## src/tag_pkg.sv

```systemverilog
package tag_pkg;

    // Fixed field widths.
    localparam int ELEM_BITS    = 64;
    localparam int ADDR_BITS    = 32;
    localparam int DIM_BITS     = 16;
    localparam int STATUS_W     = 3;
    localparam int OUT_DATA_W   = ADDR_BITS + ELEM_BITS;

    // Configuration port.
    localparam int CFG_IDX_W    = 3;
    localparam int CFG_DATA_W   = 16;
    localparam int CFG_DIMS     = 4;
    localparam int ORDER_W      = 8;

    localparam logic [CFG_IDX_W-1:0] CFG_NUM_DIMS  = 3'd0;
    localparam logic [CFG_IDX_W-1:0] CFG_DIM_LEN_0 = 3'd1;
    localparam logic [CFG_IDX_W-1:0] CFG_DIM_LEN_1 = 3'd2;
    localparam logic [CFG_IDX_W-1:0] CFG_DIM_LEN_2 = 3'd3;
    localparam logic [CFG_IDX_W-1:0] CFG_DIM_LEN_3 = 3'd4;
    localparam logic [CFG_IDX_W-1:0] CFG_ORDER_MAP = 3'd5;
    localparam logic [CFG_IDX_W-1:0] CFG_USE_ORDER = 3'd6;

    // Default of the dimension count parameter.
    localparam int DEF_MAX_DIMS = 4;

    // Depth of the queue between the front and the back.
    localparam int QUEUE_DEPTH  = 2;

    // Command codes.
    localparam logic CMD_ELEM = 1'b1;

    // Result status codes.
    localparam logic [STATUS_W-1:0] ST_OK       = 3'd0;
    localparam logic [STATUS_W-1:0] ST_RANGE    = 3'd1;
    localparam logic [STATUS_W-1:0] ST_DUP      = 3'd2;
    localparam logic [STATUS_W-1:0] ST_NO_ARRAY = 3'd3;
    localparam logic [STATUS_W-1:0] ST_OVERFLOW = 3'd4;

    // One classified input item.
    typedef struct packed {
        logic                 is_elem;
        logic [ELEM_BITS-1:0] data;
    } t_item;

    // One result item.
    typedef struct packed {
        logic [STATUS_W-1:0]  status;
        logic [ADDR_BITS-1:0] dest_index;
        logic [ELEM_BITS-1:0] data_out;
        logic                 last;
    } t_result;

    // Handshake from the queue toward the back.
    typedef struct packed {
        logic  valid;
        t_item item;
    } t_queue_out;

endpackage

```

## src/tag_front.sv

```systemverilog
module tag_front (
    input  logic                       i_clk,
    input  logic                       i_rst_n,
    input  logic                       s_axis_tvalid,
    output logic                       s_axis_tready,
    // element_data
    input  logic [tag_pkg::ELEM_BITS-1:0] s_axis_tdata,
    // cmd
    input  logic [0:0]                 s_axis_tuser,
    output logic                       o_valid,
    output tag_pkg::t_item             o_item,
    input  logic                       i_ready
);
    import tag_pkg::*;

    logic  r_valid;
    t_item r_item;

    // The stage takes a new item whenever it is empty or drains this cycle.
    assign s_axis_tready = !r_valid || i_ready;
    assign o_valid       = r_valid;
    assign o_item        = r_item;

    // Register the item and tag it as a begin or an element command.
    always_ff @(posedge i_clk) begin
        if (!i_rst_n) begin
            r_valid <= 1'b0;
            r_item  <= '0;
        end else if (s_axis_tvalid && s_axis_tready) begin
            r_valid        <= 1'b1;
            r_item.is_elem <= (s_axis_tuser[0] == CMD_ELEM);
            r_item.data    <= s_axis_tdata;
        end else if (i_ready) begin
            r_valid <= 1'b0;
        end
    end

endmodule

```

## src/tag_queue.sv

```systemverilog
module tag_queue (
    input  logic                i_clk,
    input  logic                i_rst_n,
    input  logic                i_push,
    input  tag_pkg::t_item      i_item,
    output logic                o_ready,
    output tag_pkg::t_queue_out o_head,
    input  logic                i_pop
);
    import tag_pkg::*;

    localparam int PW = (QUEUE_DEPTH > 1) ? $clog2(QUEUE_DEPTH) : 1;
    localparam int CW = $clog2(QUEUE_DEPTH + 1);

    t_item         r_mem [QUEUE_DEPTH];
    logic [PW-1:0] r_wr_ptr;
    logic [PW-1:0] r_rd_ptr;
    logic [CW-1:0] r_count;
    logic          push;
    logic          pop;

    assign o_ready     = (r_count != CW'(QUEUE_DEPTH));
    assign push        = i_push && o_ready;
    assign pop         = i_pop && (r_count != '0);
    assign o_head.valid = (r_count != '0);
    assign o_head.item  = r_mem[r_rd_ptr];

    // Pointer and fill count.
    always_ff @(posedge i_clk) begin
        if (!i_rst_n) begin
            r_wr_ptr <= '0;
            r_rd_ptr <= '0;
            r_count  <= '0;
        end else begin
            if (push) begin
                r_wr_ptr <= (r_wr_ptr == PW'(QUEUE_DEPTH - 1)) ? '0 : r_wr_ptr + PW'(1);
            end
            if (pop) begin
                r_rd_ptr <= (r_rd_ptr == PW'(QUEUE_DEPTH - 1)) ? '0 : r_rd_ptr + PW'(1);
            end
            if (push && !pop) begin
                r_count <= r_count + CW'(1);
            end else if (pop && !push) begin
                r_count <= r_count - CW'(1);
            end
        end
    end

    // Entry storage.
    always_ff @(posedge i_clk) begin
        if (push) begin
            r_mem[r_wr_ptr] <= i_item;
        end
    end

endmodule

```

## src/tag_back.sv

```systemverilog
module tag_back #(
    parameter int MAX_DIMS = tag_pkg::DEF_MAX_DIMS
) (
    input  logic                          i_clk,
    input  logic                          i_rst_n,
    input  tag_pkg::t_queue_out           i_head,
    output logic                          o_pop,
    input  logic                          i_cfg_we,
    input  logic [tag_pkg::CFG_IDX_W-1:0] i_cfg_addr,
    input  logic [tag_pkg::CFG_DATA_W-1:0] i_cfg_data,
    output logic                          o_valid,
    output tag_pkg::t_result              o_result,
    input  logic                          i_ready
);
    import tag_pkg::*;

    localparam int IW = $clog2(MAX_DIMS);
    localparam int NW = $clog2(MAX_DIMS + 1);
    localparam int PW = ADDR_BITS + DIM_BITS;

    // Sequencer states.
    localparam logic [2:0] S_IDLE    = 3'd0;
    localparam logic [2:0] S_PROD    = 3'd1;
    localparam logic [2:0] S_CHECK   = 3'd2;
    localparam logic [2:0] S_STRIDE  = 3'd3;
    localparam logic [2:0] S_CARRY_A = 3'd4;
    localparam logic [2:0] S_CARRY_B = 3'd5;
    localparam logic [2:0] S_EMIT    = 3'd6;

    // Configuration registers.
    logic [2:0]          r_num_dims;
    logic [DIM_BITS-1:0] r_dim_len [CFG_DIMS];
    logic [ORDER_W-1:0]  r_order_map;
    logic                r_use_order;

    // Array state.
    logic [2:0]           r_state;
    logic [ADDR_BITS-1:0] r_stride [MAX_DIMS];
    logic [DIM_BITS-1:0]  r_digit  [MAX_DIMS];
    logic [ADDR_BITS-1:0] r_run;
    logic [ADDR_BITS-1:0] r_done;
    logic [ADDR_BITS-1:0] r_total;
    logic                 r_ready;
    logic                 r_ident;

    // Sequencer working registers.
    logic [IW-1:0]        r_idx;
    logic [ADDR_BITS-1:0] r_acc;
    logic                 r_zero;
    logic                 r_over;
    logic [IW-1:0]        r_inv [MAX_DIMS];
    logic [ADDR_BITS-1:0] r_mul;
    t_result              r_pend;
    t_result              r_out;
    logic                 r_out_valid;

    logic [NW-1:0]        n_use;
    logic                 out_free;
    logic                 out_load;
    logic [DIM_BITS-1:0]  prod_len;
    logic [DIM_BITS-1:0]  stride_len;
    logic [DIM_BITS-1:0]  car_len;
    logic [DIM_BITS-1:0]  len0;
    logic [ADDR_BITS-1:0] mul_a;
    logic [DIM_BITS-1:0]  mul_b;
    logic [PW-1:0]        mul_p;
    logic                 last_dim;
    logic [ADDR_BITS-1:0] prod_final;
    logic [STATUS_W-1:0]  chk_status;
    logic [3:0]           chk_seen;
    logic [1:0]           chk_pos;
    logic [IW-1:0]        chk_inv [MAX_DIMS];
    logic [ADDR_BITS-1:0] elem_idx;
    logic                 elem_last;
    logic [DIM_BITS-1:0]  digit0_next;
    logic                 carry0;
    logic                 carry_j;

    assign o_valid  = r_out_valid;
    assign o_result = r_out;
    assign out_free = !r_out_valid || i_ready;

    // Dimension count in use, clamped to what the hardware holds.
    assign n_use = (r_num_dims > 3'(MAX_DIMS)) ? NW'(MAX_DIMS) : NW'(r_num_dims);

    // Length selections: digit j of the odometer runs over source dimension n-1-j.
    assign prod_len   = r_dim_len[r_idx];
    assign stride_len = r_dim_len[r_inv[r_idx]];
    assign car_len    = r_dim_len[IW'(n_use - NW'(1) - NW'(r_idx))];
    assign len0       = r_dim_len[IW'(n_use - NW'(1))];

    // One shared multiplier for size, stride and carry work.
    always_comb begin
        mul_a = r_acc;
        mul_b = prod_len;
        case (r_state)
            S_STRIDE: begin
                mul_b = stride_len;
            end
            S_CARRY_A: begin
                mul_a = r_stride[r_idx];
                mul_b = car_len;
            end
            default: begin
            end
        endcase
    end
    assign mul_p = PW'(mul_a) * PW'(mul_b);

    assign last_dim   = ((NW'(r_idx) + NW'(1)) == n_use);
    assign prod_final = r_zero ? '0 : r_acc;

    // Order map check: first entry out of range or already taken wins.
    always_comb begin
        chk_status = ST_OK;
        chk_seen   = '0;
        chk_pos    = '0;
        for (int i = 0; i < MAX_DIMS; i++) begin
            chk_inv[i] = '0;
        end
        for (int i = 0; i < MAX_DIMS; i++) begin
            if ((NW'(i) < n_use) && (chk_status == ST_OK)) begin
                chk_pos = r_use_order ? r_order_map[2*i +: 2]
                                      : 2'(n_use - NW'(1) - NW'(i));
                if (3'(chk_pos) >= 3'(n_use)) begin
                    chk_status = ST_RANGE;
                end else if (chk_seen[chk_pos]) begin
                    chk_status = ST_DUP;
                end else begin
                    chk_seen[chk_pos]       = 1'b1;
                    chk_inv[chk_pos[IW-1:0]] = IW'(i);
                end
            end
        end
    end

    // Element result fields and the first odometer digit.
    assign elem_idx    = r_ident ? r_done : r_run;
    assign elem_last   = ((r_done + ADDR_BITS'(1)) == r_total);
    assign digit0_next = r_digit[0] + DIM_BITS'(1);
    assign carry0      = (n_use > NW'(1)) && (digit0_next == len0);
    assign carry_j     = ((NW'(r_idx) + NW'(1)) < n_use) && (r_digit[r_idx] == car_len);

    assign o_pop = (r_state == S_IDLE) && i_head.valid && (!i_head.item.is_elem || out_free);

    // A result is loaded when an element needs no carry work or a pending result leaves.
    assign out_load = (o_pop && i_head.item.is_elem
                       && (!r_ready || elem_last || r_ident || !carry0))
                   || ((r_state == S_EMIT) && out_free);

    // Configuration writes.
    always_ff @(posedge i_clk) begin
        if (!i_rst_n) begin
            r_num_dims  <= '0;
            r_order_map <= '0;
            r_use_order <= 1'b0;
            for (int i = 0; i < CFG_DIMS; i++) begin
                r_dim_len[i] <= '0;
            end
        end else if (i_cfg_we) begin
            case (i_cfg_addr)
                CFG_NUM_DIMS:  r_num_dims  <= i_cfg_data[2:0];
                CFG_DIM_LEN_0: r_dim_len[0] <= i_cfg_data[DIM_BITS-1:0];
                CFG_DIM_LEN_1: r_dim_len[1] <= i_cfg_data[DIM_BITS-1:0];
                CFG_DIM_LEN_2: r_dim_len[2] <= i_cfg_data[DIM_BITS-1:0];
                CFG_DIM_LEN_3: r_dim_len[3] <= i_cfg_data[DIM_BITS-1:0];
                CFG_ORDER_MAP: r_order_map <= i_cfg_data[ORDER_W-1:0];
                CFG_USE_ORDER: r_use_order <= i_cfg_data[0];
                default: begin
                end
            endcase
        end
    end

    // Output valid flag.
    always_ff @(posedge i_clk) begin
        if (!i_rst_n) begin
            r_out_valid <= 1'b0;
        end else if (out_load) begin
            r_out_valid <= 1'b1;
        end else if (i_ready) begin
            r_out_valid <= 1'b0;
        end
    end

    // Sequencer, array state and output register.
    always_ff @(posedge i_clk) begin
        if (!i_rst_n) begin
            r_state     <= S_IDLE;
            r_ready     <= 1'b0;
            r_ident     <= 1'b0;
            r_run       <= '0;
            r_done      <= '0;
            r_total     <= '0;
            r_idx       <= '0;
            r_acc       <= '0;
            r_zero      <= 1'b0;
            r_over      <= 1'b0;
            r_mul       <= '0;
            r_pend      <= '0;
            r_out       <= '0;
            for (int i = 0; i < MAX_DIMS; i++) begin
                r_stride[i] <= '0;
                r_digit[i]  <= '0;
                r_inv[i]    <= '0;
            end
        end else begin
            case (r_state)
                S_IDLE: begin
                    if (o_pop && !i_head.item.is_elem) begin
                        // Begin: drop the old array and size the new one.
                        r_ready <= 1'b0;
                        r_ident <= 1'b0;
                        r_run   <= '0;
                        r_done  <= '0;
                        r_total <= '0;
                        for (int i = 0; i < MAX_DIMS; i++) begin
                            r_stride[i] <= '0;
                            r_digit[i]  <= '0;
                        end
                        r_pend  <= '0;
                        r_idx   <= '0;
                        r_acc   <= ADDR_BITS'(1);
                        r_zero  <= 1'b0;
                        r_over  <= 1'b0;
                        r_state <= (n_use == '0) ? S_CHECK : S_PROD;
                    end else if (o_pop) begin
                        // Element: report its index, then advance.
                        if (!r_ready) begin
                            r_out <= '{ST_NO_ARRAY, ADDR_BITS'(0), ELEM_BITS'(0), 1'b0};
                        end else begin
                            r_pend.status     <= ST_OK;
                            r_pend.dest_index <= elem_idx;
                            r_pend.data_out   <= i_head.item.data;
                            r_pend.last       <= elem_last;
                            r_out.status      <= ST_OK;
                            r_out.dest_index  <= elem_idx;
                            r_out.data_out    <= i_head.item.data;
                            r_out.last        <= elem_last;
                            if (elem_last) begin
                                r_ready     <= 1'b0;
                                r_done      <= r_total;
                            end else begin
                                r_done <= r_done + ADDR_BITS'(1);
                                if (!r_ident) begin
                                    r_run      <= r_run + r_stride[0];
                                    r_digit[0] <= digit0_next;
                                    if (carry0) begin
                                        r_idx   <= '0;
                                        r_state <= S_CARRY_A;
                                    end
                                end
                            end
                        end
                    end
                end
                S_PROD: begin
                    // Element count, one dimension a cycle.
                    if (prod_len == '0) begin
                        r_zero <= 1'b1;
                    end else if (!r_over) begin
                        if (mul_p[PW-1:ADDR_BITS] != '0) begin
                            r_over <= 1'b1;
                        end else begin
                            r_acc <= mul_p[ADDR_BITS-1:0];
                        end
                    end
                    if (last_dim) begin
                        r_state <= S_CHECK;
                    end else begin
                        r_idx <= r_idx + IW'(1);
                    end
                end
                S_CHECK: begin
                    if (!r_zero && r_over) begin
                        r_pend.status <= ST_OVERFLOW;
                        r_state       <= S_EMIT;
                    end else begin
                        r_total <= prod_final;
                        if ((n_use <= NW'(1)) || (prod_final <= ADDR_BITS'(1))) begin
                            r_ident <= 1'b1;
                            r_ready <= (prod_final != '0);
                            r_state <= S_EMIT;
                        end else if (chk_status != ST_OK) begin
                            r_pend.status <= chk_status;
                            r_state       <= S_EMIT;
                        end else begin
                            r_inv   <= chk_inv;
                            r_idx   <= IW'(n_use - NW'(1));
                            r_acc   <= ADDR_BITS'(1);
                            r_state <= S_STRIDE;
                        end
                    end
                end
                S_STRIDE: begin
                    // Destination strides from the fastest destination dimension up.
                    r_stride[IW'(n_use - NW'(1) - NW'(r_inv[r_idx]))] <= r_acc;
                    r_acc <= mul_p[ADDR_BITS-1:0];
                    if (r_idx == '0) begin
                        r_ready <= 1'b1;
                        r_state <= S_EMIT;
                    end else begin
                        r_idx <= r_idx - IW'(1);
                    end
                end
                S_CARRY_A: begin
                    // Wrap digit j if it reached its length.
                    if (carry_j) begin
                        r_digit[r_idx] <= '0;
                        r_mul          <= mul_p[ADDR_BITS-1:0];
                        r_state        <= S_CARRY_B;
                    end else begin
                        r_state <= S_EMIT;
                    end
                end
                S_CARRY_B: begin
                    // Undo the wrapped digit and step the next one.
                    r_run <= r_run - r_mul + r_stride[r_idx + IW'(1)];
                    r_digit[r_idx + IW'(1)] <= r_digit[r_idx + IW'(1)] + DIM_BITS'(1);
                    r_idx   <= r_idx + IW'(1);
                    r_state <= S_CARRY_A;
                end
                S_EMIT: begin
                    if (out_free) begin
                        r_out       <= r_pend;
                        r_state     <= S_IDLE;
                    end
                end
                default: begin
                    r_state <= S_IDLE;
                end
            endcase
        end
    end

endmodule

```

## src/transpose_address_generator.sv

```systemverilog
// An accepted item passes the front register and the queue before its result is registered.
// Throughput: one element per cycle while the output is free and the sequencer is idle; a carry
// into digit k adds a multiply and an update per wrapped digit, a final digit check and the
// output load. A begin sizes the array, checks the order map and computes the strides.
// Reset is synchronous and active low: control and state registers clear to zero and no
// array is open; the queue storage is not cleared.
module transpose_address_generator #(
    parameter int MAX_DIMS = tag_pkg::DEF_MAX_DIMS
) (
    input  logic                            i_clk,
    input  logic                            i_rst_n,
    input  logic                            s_axis_tvalid,
    output logic                            s_axis_tready,
    // element_data
    input  logic [tag_pkg::ELEM_BITS-1:0]   s_axis_tdata,
    // cmd
    input  logic [0:0]                      s_axis_tuser,
    output logic                            m_axis_tvalid,
    input  logic                            m_axis_tready,
    // dest_index [31:0], data_out [95:32]
    output logic [tag_pkg::OUT_DATA_W-1:0]  m_axis_tdata,
    // status
    output logic [tag_pkg::STATUS_W-1:0]    m_axis_tuser,
    output logic                            m_axis_tlast,
    input  logic                            i_cfg_we,
    input  logic [tag_pkg::CFG_IDX_W-1:0]   i_cfg_addr,
    input  logic [tag_pkg::CFG_DATA_W-1:0]  i_cfg_data
);
    import tag_pkg::*;

    logic       front_valid;
    t_item      front_item;
    logic       queue_ready;
    t_queue_out queue_head;
    logic       queue_pop;
    t_result    result;

    tag_front u_front (
        .i_clk         (i_clk),
        .i_rst_n       (i_rst_n),
        .s_axis_tvalid (s_axis_tvalid),
        .s_axis_tready (s_axis_tready),
        .s_axis_tdata  (s_axis_tdata),
        .s_axis_tuser  (s_axis_tuser),
        .o_valid       (front_valid),
        .o_item        (front_item),
        .i_ready       (queue_ready)
    );

    tag_queue u_queue (
        .i_clk   (i_clk),
        .i_rst_n (i_rst_n),
        .i_push  (front_valid),
        .i_item  (front_item),
        .o_ready (queue_ready),
        .o_head  (queue_head),
        .i_pop   (queue_pop)
    );

    tag_back #(
        .MAX_DIMS (MAX_DIMS)
    ) u_back (
        .i_clk      (i_clk),
        .i_rst_n    (i_rst_n),
        .i_head     (queue_head),
        .o_pop      (queue_pop),
        .i_cfg_we   (i_cfg_we),
        .i_cfg_addr (i_cfg_addr),
        .i_cfg_data (i_cfg_data),
        .o_valid    (m_axis_tvalid),
        .o_result   (result),
        .i_ready    (m_axis_tready)
    );

    // Pack the result item onto the output stream.
    assign m_axis_tdata = {result.data_out, result.dest_index};
    assign m_axis_tuser = result.status;
    assign m_axis_tlast = result.last;

endmodule
```

## config.mk

```make
export PLATFORM = sky130hd
export DESIGN_NAME = transpose_address_generator
export DESIGN_NICKNAME = d
export VERILOG_FILES = /design/src/tag_pkg.sv /design/src/tag_front.sv /design/src/tag_queue.sv /design/src/tag_back.sv /design/src/transpose_address_generator.sv
export SDC_FILE = /design/constraint.sdc
export NUM_CORES = 2
export LEC_CHECK = 0
export ABC_CLOCK_PERIOD_IN_PS = 16350
export BUFFER_PORTS_ARGS = -buffer_cell sky130_fd_sc_hd__buf_2
export CAP_MARGIN = 20
export CELL_PAD_IN_SITES_DETAIL_PLACEMENT = 1
export CELL_PAD_IN_SITES_GLOBAL_PLACEMENT = 2
export CORE_UTILIZATION = 45
export CTS_CLUSTER_DIAMETER = 80
export DETAILED_ROUTE_END_ITERATION = 10
export HOLD_SLACK_MARGIN = 0.03
export PLACE_DENSITY_LB_ADDON = 0.1
export REMOVE_ABC_BUFFERS = 1
export SLEW_MARGIN = 15
export SYNTH_ARGS = -nofsm -noshare
export SYNTH_HDL_FRONTEND = slang
export SYNTH_SLANG_ARGS = --single-unit
```

## constraint.sdc

```tcl
create_clock -name i_clk -period 16.35 [get_ports i_clk]
set_input_delay 2.4525 -clock i_clk [delete_from_list [all_inputs] [get_ports i_clk]]
set_output_delay 2.4525 -clock i_clk [all_outputs]
set_load 0.1 [all_outputs]
```

# Word level (Yosys, flattened, before mapping)
# Memory sizes are Yosys's and may differ from the RTL's. A register that Yosys moved wholly into a read port is not among the register bits.
# Cells that the tools add are included.
# totals
regBits,460
mem_bits_rw,386
input_bits,89
out_inout_bits,102
word_cells,452
memories,4
# classes
n_addsub,19
mul,1
n_lt_le_gt_ge,27
eq_ne,40
mux,219
bitwise_logic,26
reduce_logical,83
# mem_list
memory,words,word_bits,rd,rd_ports_with_merged_regs,write_ports,line_no,source
u_queue.r_mem,2,65,1,1,1,tag_queue.sv:15,t_item r_mem [QUEUE_DEPTH];
u_back.r_stride,4,32,3,1,4,tag_back.sv:38,logic [ADDR_BITS-1:0] r_stride [MAX_DIMS];
u_back.r_digit,4,16,3,1,4,tag_back.sv:39,logic [DIM_BITS-1:0] r_digit [MAX_DIMS];
u_back.r_dim_len,4,16,4,1,4,tag_back.sv:32,logic [DIM_BITS-1:0] r_dim_len [CFG_DIMS];
# op_table
op,n
$mux W32,26
$mux W100,6
$pmux W100 S2,1
$mux W16,11
$pmux W32 S2,2
$pmux W32 S4,1
$mux W99,1
$mux W3,27
$mux W1,73
$mux W2,34
$add A32 B32 Y32,2
$mux W8,8
$mul A32 B16 Y48,1
$mux W4,9
$add A16 B1 Y16 const B,2
$add A32 B1 Y32 const B,1
$eq A16 B16 Y1,2
$eq A32 B32 Y1,1
$le A32 B1 Y1 const B,1
$pmux W16 S2,1
$reduce_bool A32 Y1,1
$reduce_or A16 Y1,2
$reduce_or A32 Y1,1
$sub A32 B32 Y32,1
60 further kinds,200

# Depth between registers and ports, before layout
# depth
word_depth,33
ltp_mapped,40

# Hierarchy
# A second synthesis with hierarchy kept.
# hier_totals
hier_cells,6235
area_unflattened_um2,60928.4
# modules_own_cells
module,n_inst,cells_each,area_per_inst_um2,seq_area_each_um2
tag_back,1,5722,53366.2,15534.9
tag_queue,1,226,4926.0,4003.8
tag_front,1,287,2636.3,1321.3

# Worst setup path before layout
# Ideal clock, no wire load.
# synth_timing
kind,register to register
startpoint,register u_back.r_num_dims[0]
endpoint,register u_back.r_acc[23]
arrival_time_ns,9.511
t_required_ns,16.233
slack_ns,6.721
stages_incl_launch_ff,38
n_path_buf,8
period_less_slack_ns,9.629
cell_sequence,dfxtp_1 buf_4 nand2b_1 buf_4 buf_4 ha_1 buf_2 xnor2_1 xnor2_1 buf_2 mux4_2 a22o_1 a21oi_1 clkbuf_1 nor2_1 fa_1 inv_1 fa_1 [... 2 more ...] fa_1 fa_1 inv_1 fa_1 inv_1 ha_1 buf_2 nand4_1 or4_4 a211o_1 a31oi_1 nand2_1 mux2_2 o2111ai_1 nor4_2 a21oi_2 buf_2 a32o_2
# synth_between
elab_chain_cells,29
word_cells_on_any_way,86
classes_between,add/sub (5); mul (1); order compare (16); eq/ne (3); mux (45); bitwise (2); reduce/logical (13); memory (1)
# synth_lines
element,line_no,source
from (decl),tag_back.sv:31,logic [2:0] r_num_dims;
from (signal assigned),tag_back.sv:162,CFG_NUM_DIMS: r_num_dims <= i_cfg_data[2:0];
$gt A3 B3 Y1,tag_back.sv:84,assign n_use = (r_num_dims > 3'(MAX_DIMS)) ? NW'(MAX_DIMS) : NW'(r_num_dims);
$mux W3 (*),tag_back.sv:84,
$sub A2 B1 Y2,"tag_back.sv:89, tag_back.sv:124",
$mux W2,tag_back.sv:123,chk_pos = r_use_order ? r_order_map[2*i +: 2]
$lt A2 B3 Y1 (not written as such) or $ge A2 B1 Y1 (tied branches),tag_back.sv:130,chk_seen[chk_pos] = 1'b1;
$logic_and A1 B1 Y1 (not written as such),tag_back.sv:130,
$mux W1 (not written as such),tag_back.sv:130,
$demux W1 S2,n/a,
[... 13 more ...],n/a,
$bmux W1 S2,tag_back.sv:127,end else if (chk_seen[chk_pos]) begin
$mux W1 (not written as such),tag_back.sv:127,
$mux W3,tag_back.sv:127,
$mux W3,tag_back.sv:125,if (3'(chk_pos) >= 3'(n_use)) begin
$mux W3,tag_back.sv:122,if ((NW'(i) < n_use) && (chk_status == ST_OK)) begin
$reduce_bool A3 Y1,tag_back.sv:284,end else if (chk_status != ST_OK) begin
$ne A2 B2 Y1 (no source line),n/a,
$reduce_and A8 Y1 (no source line),n/a,
to (signal assigned),tag_back.sv:265,r_acc <= mul_p[ADDR_BITS-1:0];
to (signal assigned),tag_back.sv:298,r_acc <= mul_p[ADDR_BITS-1:0];
to (decl),tag_back.sv:48,logic [ADDR_BITS-1:0] r_acc;
# Every way passes the cells marked *; elsewhere a longest branch is shown, timed or not. The select of a mux whose other input is x is not followed.
# A chain may end at the register's enable or synchronous reset.

# Final worst setup path
# layout_timing
startpoint,register u_back.r_num_dims[2]
endpoint,register u_back.r_acc[16]
# Same word-level chain as after synthesis.

==> metrics.md <==
| Metric | Value |
|---|---|
| Multi-input logic area | 35900 sq um |
| Seq. cell area | 20900 sq um |
| Combinational share of power | 55.2% |
| Fin cells | 8111 |
| Commonest non-fill, non-tap cell in the layout | nor2_1 |
| Layout area overhead | 9.84% |
| Number of synthesized register bits | 849 |
| Ys flop type | dfxtp_1 |
| Max-cap viol count | 0 |
| Status | finished clean |
| Largest net degree at the start of global routing | 169 |
| Crit-path slowest cell | nand3_1 |
| HP Class | reg -> reg |
| Placed Cells | 7925 |
| Worst endpoint data arrival time | 11.75 ns |
| Die width | 368 um |
| CTS Hold Bufs | 0 |
| Skew-Pair Late Insertion Delay | 0.73 ns |
| CP Max Fanout | 32 |
| Final hold vios | 0 |
| Worst VDD drop | 99.0 uV |
| CP Launch Point | u_back.r_num_dims[2] |
| Vias | 47300 |
| Achievable Freq | 89.3 MHz |
| Unrepaired setup endpoints after global routing | no |
| Layout cells sized above 1 | 11.8% |
| FFs w/ async S/R, synth | 0% |
| TritonCTS clock tree | done |
| Remaining antenna violation count | 0 |
| Total Die Area | 136000 sq um |
| Die Height | 368 um |
| R2R depth | 32 |
| Clk_skew | 0.0631 ns |
| Clock transition at the registers of the reported paths | 0.06 ns |
| FF-to-FF End | u_back.r_acc[16] |
| Setup crit start kind | flip-flop |
| RR Startpoint | u_back.r_num_dims[2] |
| Core area | 133000 sq um |
| Setup_tns | 0 ns |
| Crit. End Element | flip-flop |
| Post-Route Utilization | 49.7% |
| Root Buffer | clkbuf_16 |
| Internal reg-to-reg setup slack | 5.16 ns |
| Max Buffers Root-to-Sink | 3 |
| Seq pwr share | 24.9% |
| Tot Pwr | 11400 uW |
| Yosys warnings | 0 |
| Netlist cell types | 102 |
| Dpl hpwl | 144 mm |
| Worst setup path end | u_back.r_acc[16] |
| Fin. max-slew vios | 0 |
| Final #Nets | 6999 |
| Antenna violations before repair | 1 |
| Psw | 5490 uW |
| Slew headroom | 18.7% |
| Rows | 134 |
| DRC Markers | 0 |
| Seq/Total Area, Yosys | 34.6% |
| Initial Util | 45.3% |
| Final period util | 68.5% |
| Average wire per standard cell | 24.0 um |
| Worst endpoint required time | 16.91 ns |
| Cell-internal power | 5920 uW |
| Most used cell, CP | fa_1 |
| DRT Wirelength | 195 mm |
| Pwr Density | 172 nW/um^2 |
| Fillcell total | 14900 |
| Post-CTS Resized | 0 |
| Cell count after synthesis | 6253 |
| Most frequent cells in the layout | nor2_1, nand2_1, inv_1, dfxtp_1, fa_1 |
| Total CTS buffers | 97 |
| Total Routing Usage GR | 28.8% |
| Post-CTS Setup Bufs | 0 |
| P_leak | 0.0262 uW |
| Worst path max stage delay | 0.83 ns |
| Area of placed instances | 62900 sq um |
| Setup violators final | 0 |
| Number of global-route vias before repair | 49400 |
| Port Buffer Count | 190 |
| Cell Area, Synth | 60300 sq um |
| Num ports | 191 |
| Clock share of power | 19.9% |
| Drt pass-1 iters | 7 |
| Net switching fraction of the power | 48.1% |
| Initial DRC count | 3294 |
| Design Area, Final | 66300 sq um |
| GR Overflow Total | 0 |
| Worst Tran Pin Value | 1.18 ns |
| H-tree depth | 3 |
| Final Critical Period | 11.20 ns |
| Avg Cell Area, Syn | 9.65 sq um |
| Vias per cell | 5.83 |
| RD Place Congestion | 0.908 |
| Crit Path Category | reg -> reg |
| First-pass GRT wire length | 302 mm |
| Number of synthesized flops with an enable pin | 386 |
| Clock tree sinks | 849 |
-- layer usage --
| layer | global-route usage, % | up-vias | wire, um |
|---|---|---|---|
| met5 | 0 | - | 0 |
| met4 | 7.18 | 0 | 4110 |
| met3 | 3.75 | 195 | 10600 |
| met2 | 46.3 | 1236 | 90300 |
| met1 | 40.9 | 24500 | 89700 |
| li1 | - | 21400 | - |
-- synth_stat cells (69+ instances only) --
cell      number  share of area [%]
o21ai_0      113               0.94
fa_1         450                 15
nand2_1      715                4.4
and2_1       210                2.2
nor3_1       103               0.85
ha_1         200                4.1
nor2b_1       73               0.76
xnor2_1      139                2.0
xor2_1        69                1.0
mux2i_1      168                2.8
a22oi_1       73               0.91
dfxtp_1      463                 15
nand3_1       69               0.57
mux4_2       162                6.0
a21oi_1      327                2.7
nor2_1       831                5.2
inv_1        585                3.6
edfxtp_1     386                 19
clkbuf_1     285                1.8
-- critical path, delay by kind of cell (launching register included) --
family                   cells  cell delay (ns)
AO/OA/AOI/OAI                8             2.14
multiplexers                 1             0.37
AND/OR/NAND/NOR              7             2.36
flip-flops                   1             0.65
adder cells (fa/ha/maj)      8             4.10
XOR/XNOR                     2             0.38
buffers and inverters        6             0.96
-- worst min-delay path by stage --
stage                  startpoint                   end  cells after the start
3_5_place_dp    u_front.o_item[3]   u_queue.r_mem[0][3]                      0
3_3_place_gp   u_front.o_item[48]  u_queue.r_mem[1][48]                      0
6_report       u_front.o_item[27]  u_queue.r_mem[1][27]                      0
4_1_cts        u_front.o_item[27]  u_queue.r_mem[1][27]                      0
2_1_floorplan   u_front.o_item[0]   u_queue.r_mem[0][0]                      0
5_1_grt        u_front.o_item[28]  u_queue.r_mem[1][28]                      0
-- metrics by stage --
step           hold WS, ns  worst slack (ns)
2_1_floorplan        0.425            -0.306
3_3_place_gp         0.429              4.96
3_5_place_dp         0.442              4.95
4_1_cts              0.435              4.87
5_1_grt              0.466              4.58
6_report             0.445              5.16
-- flip-flops by register name (all words and copies together), names as in the netlist, 2 cells and up, named ones only --
name and cells:
u_back.r_stride 128, u_back.r_done 32, u_back.r_mul 32, u_back.r_order_map 8, u_back.r_total 32, u_back.r_num_dims 3, u_queue.r_mem 130, u_back.r_acc 32
u_back.r_inv 8, u_back.r_pend 100, u_queue.r_count 2, u_back.r_run 32, u_front.o_item 65, u_back.r_dim_len 64, u_back.r_digit 64, u_back.r_idx 2
u_back.o_result 100, u_back.r_state 3
-- cells by family after synthesis --
| kind of cell | Yosys count | synth area share, % |
|---|---|---|
| muxes | 361 | 9.41 |
| adders and majority gates | 650 | 19.1 |
| xor gates and xnor gates | 208 | 3.02 |
| AOI/OAI and AO/OA | 945 | 10.6 |
| DFF | 849 | 34.6 |
| and+or+nand+nor | 2276 | 17.1 |
| buffers and inverters | 964 | 6.22 |
-- power by group through the flow --
stage | clock network (uW) | logic, uW | registers, uW
2_1_floorplan | 0 | 3800 | 3490
3_3_place_gp | 0 | 6170 | 2860
3_5_place_dp | 0 | 6270 | 2880
4_1_cts | 2320 | 6300 | 2840
5_1_grt | 2410 | 6850 | 2880
6_report | 2270 | 6300 | 2840
-- final cells by class --
cell class / count / share of cell area [%]
Clock inverter: 41 / 0.770
Inverter: 587 / 3.34
Antenna cell: 1 / 0.00378
Timing Repair Buffer: 285 / 2.60
Multi-Input combinational cell: 4440 / 54.2
Clock buffer: 140 / 4.27
Tap cell: 1768 / 3.34
Sequential cell: 849 / 31.5
No activity file was read; power rests on OpenSTA's default activity.
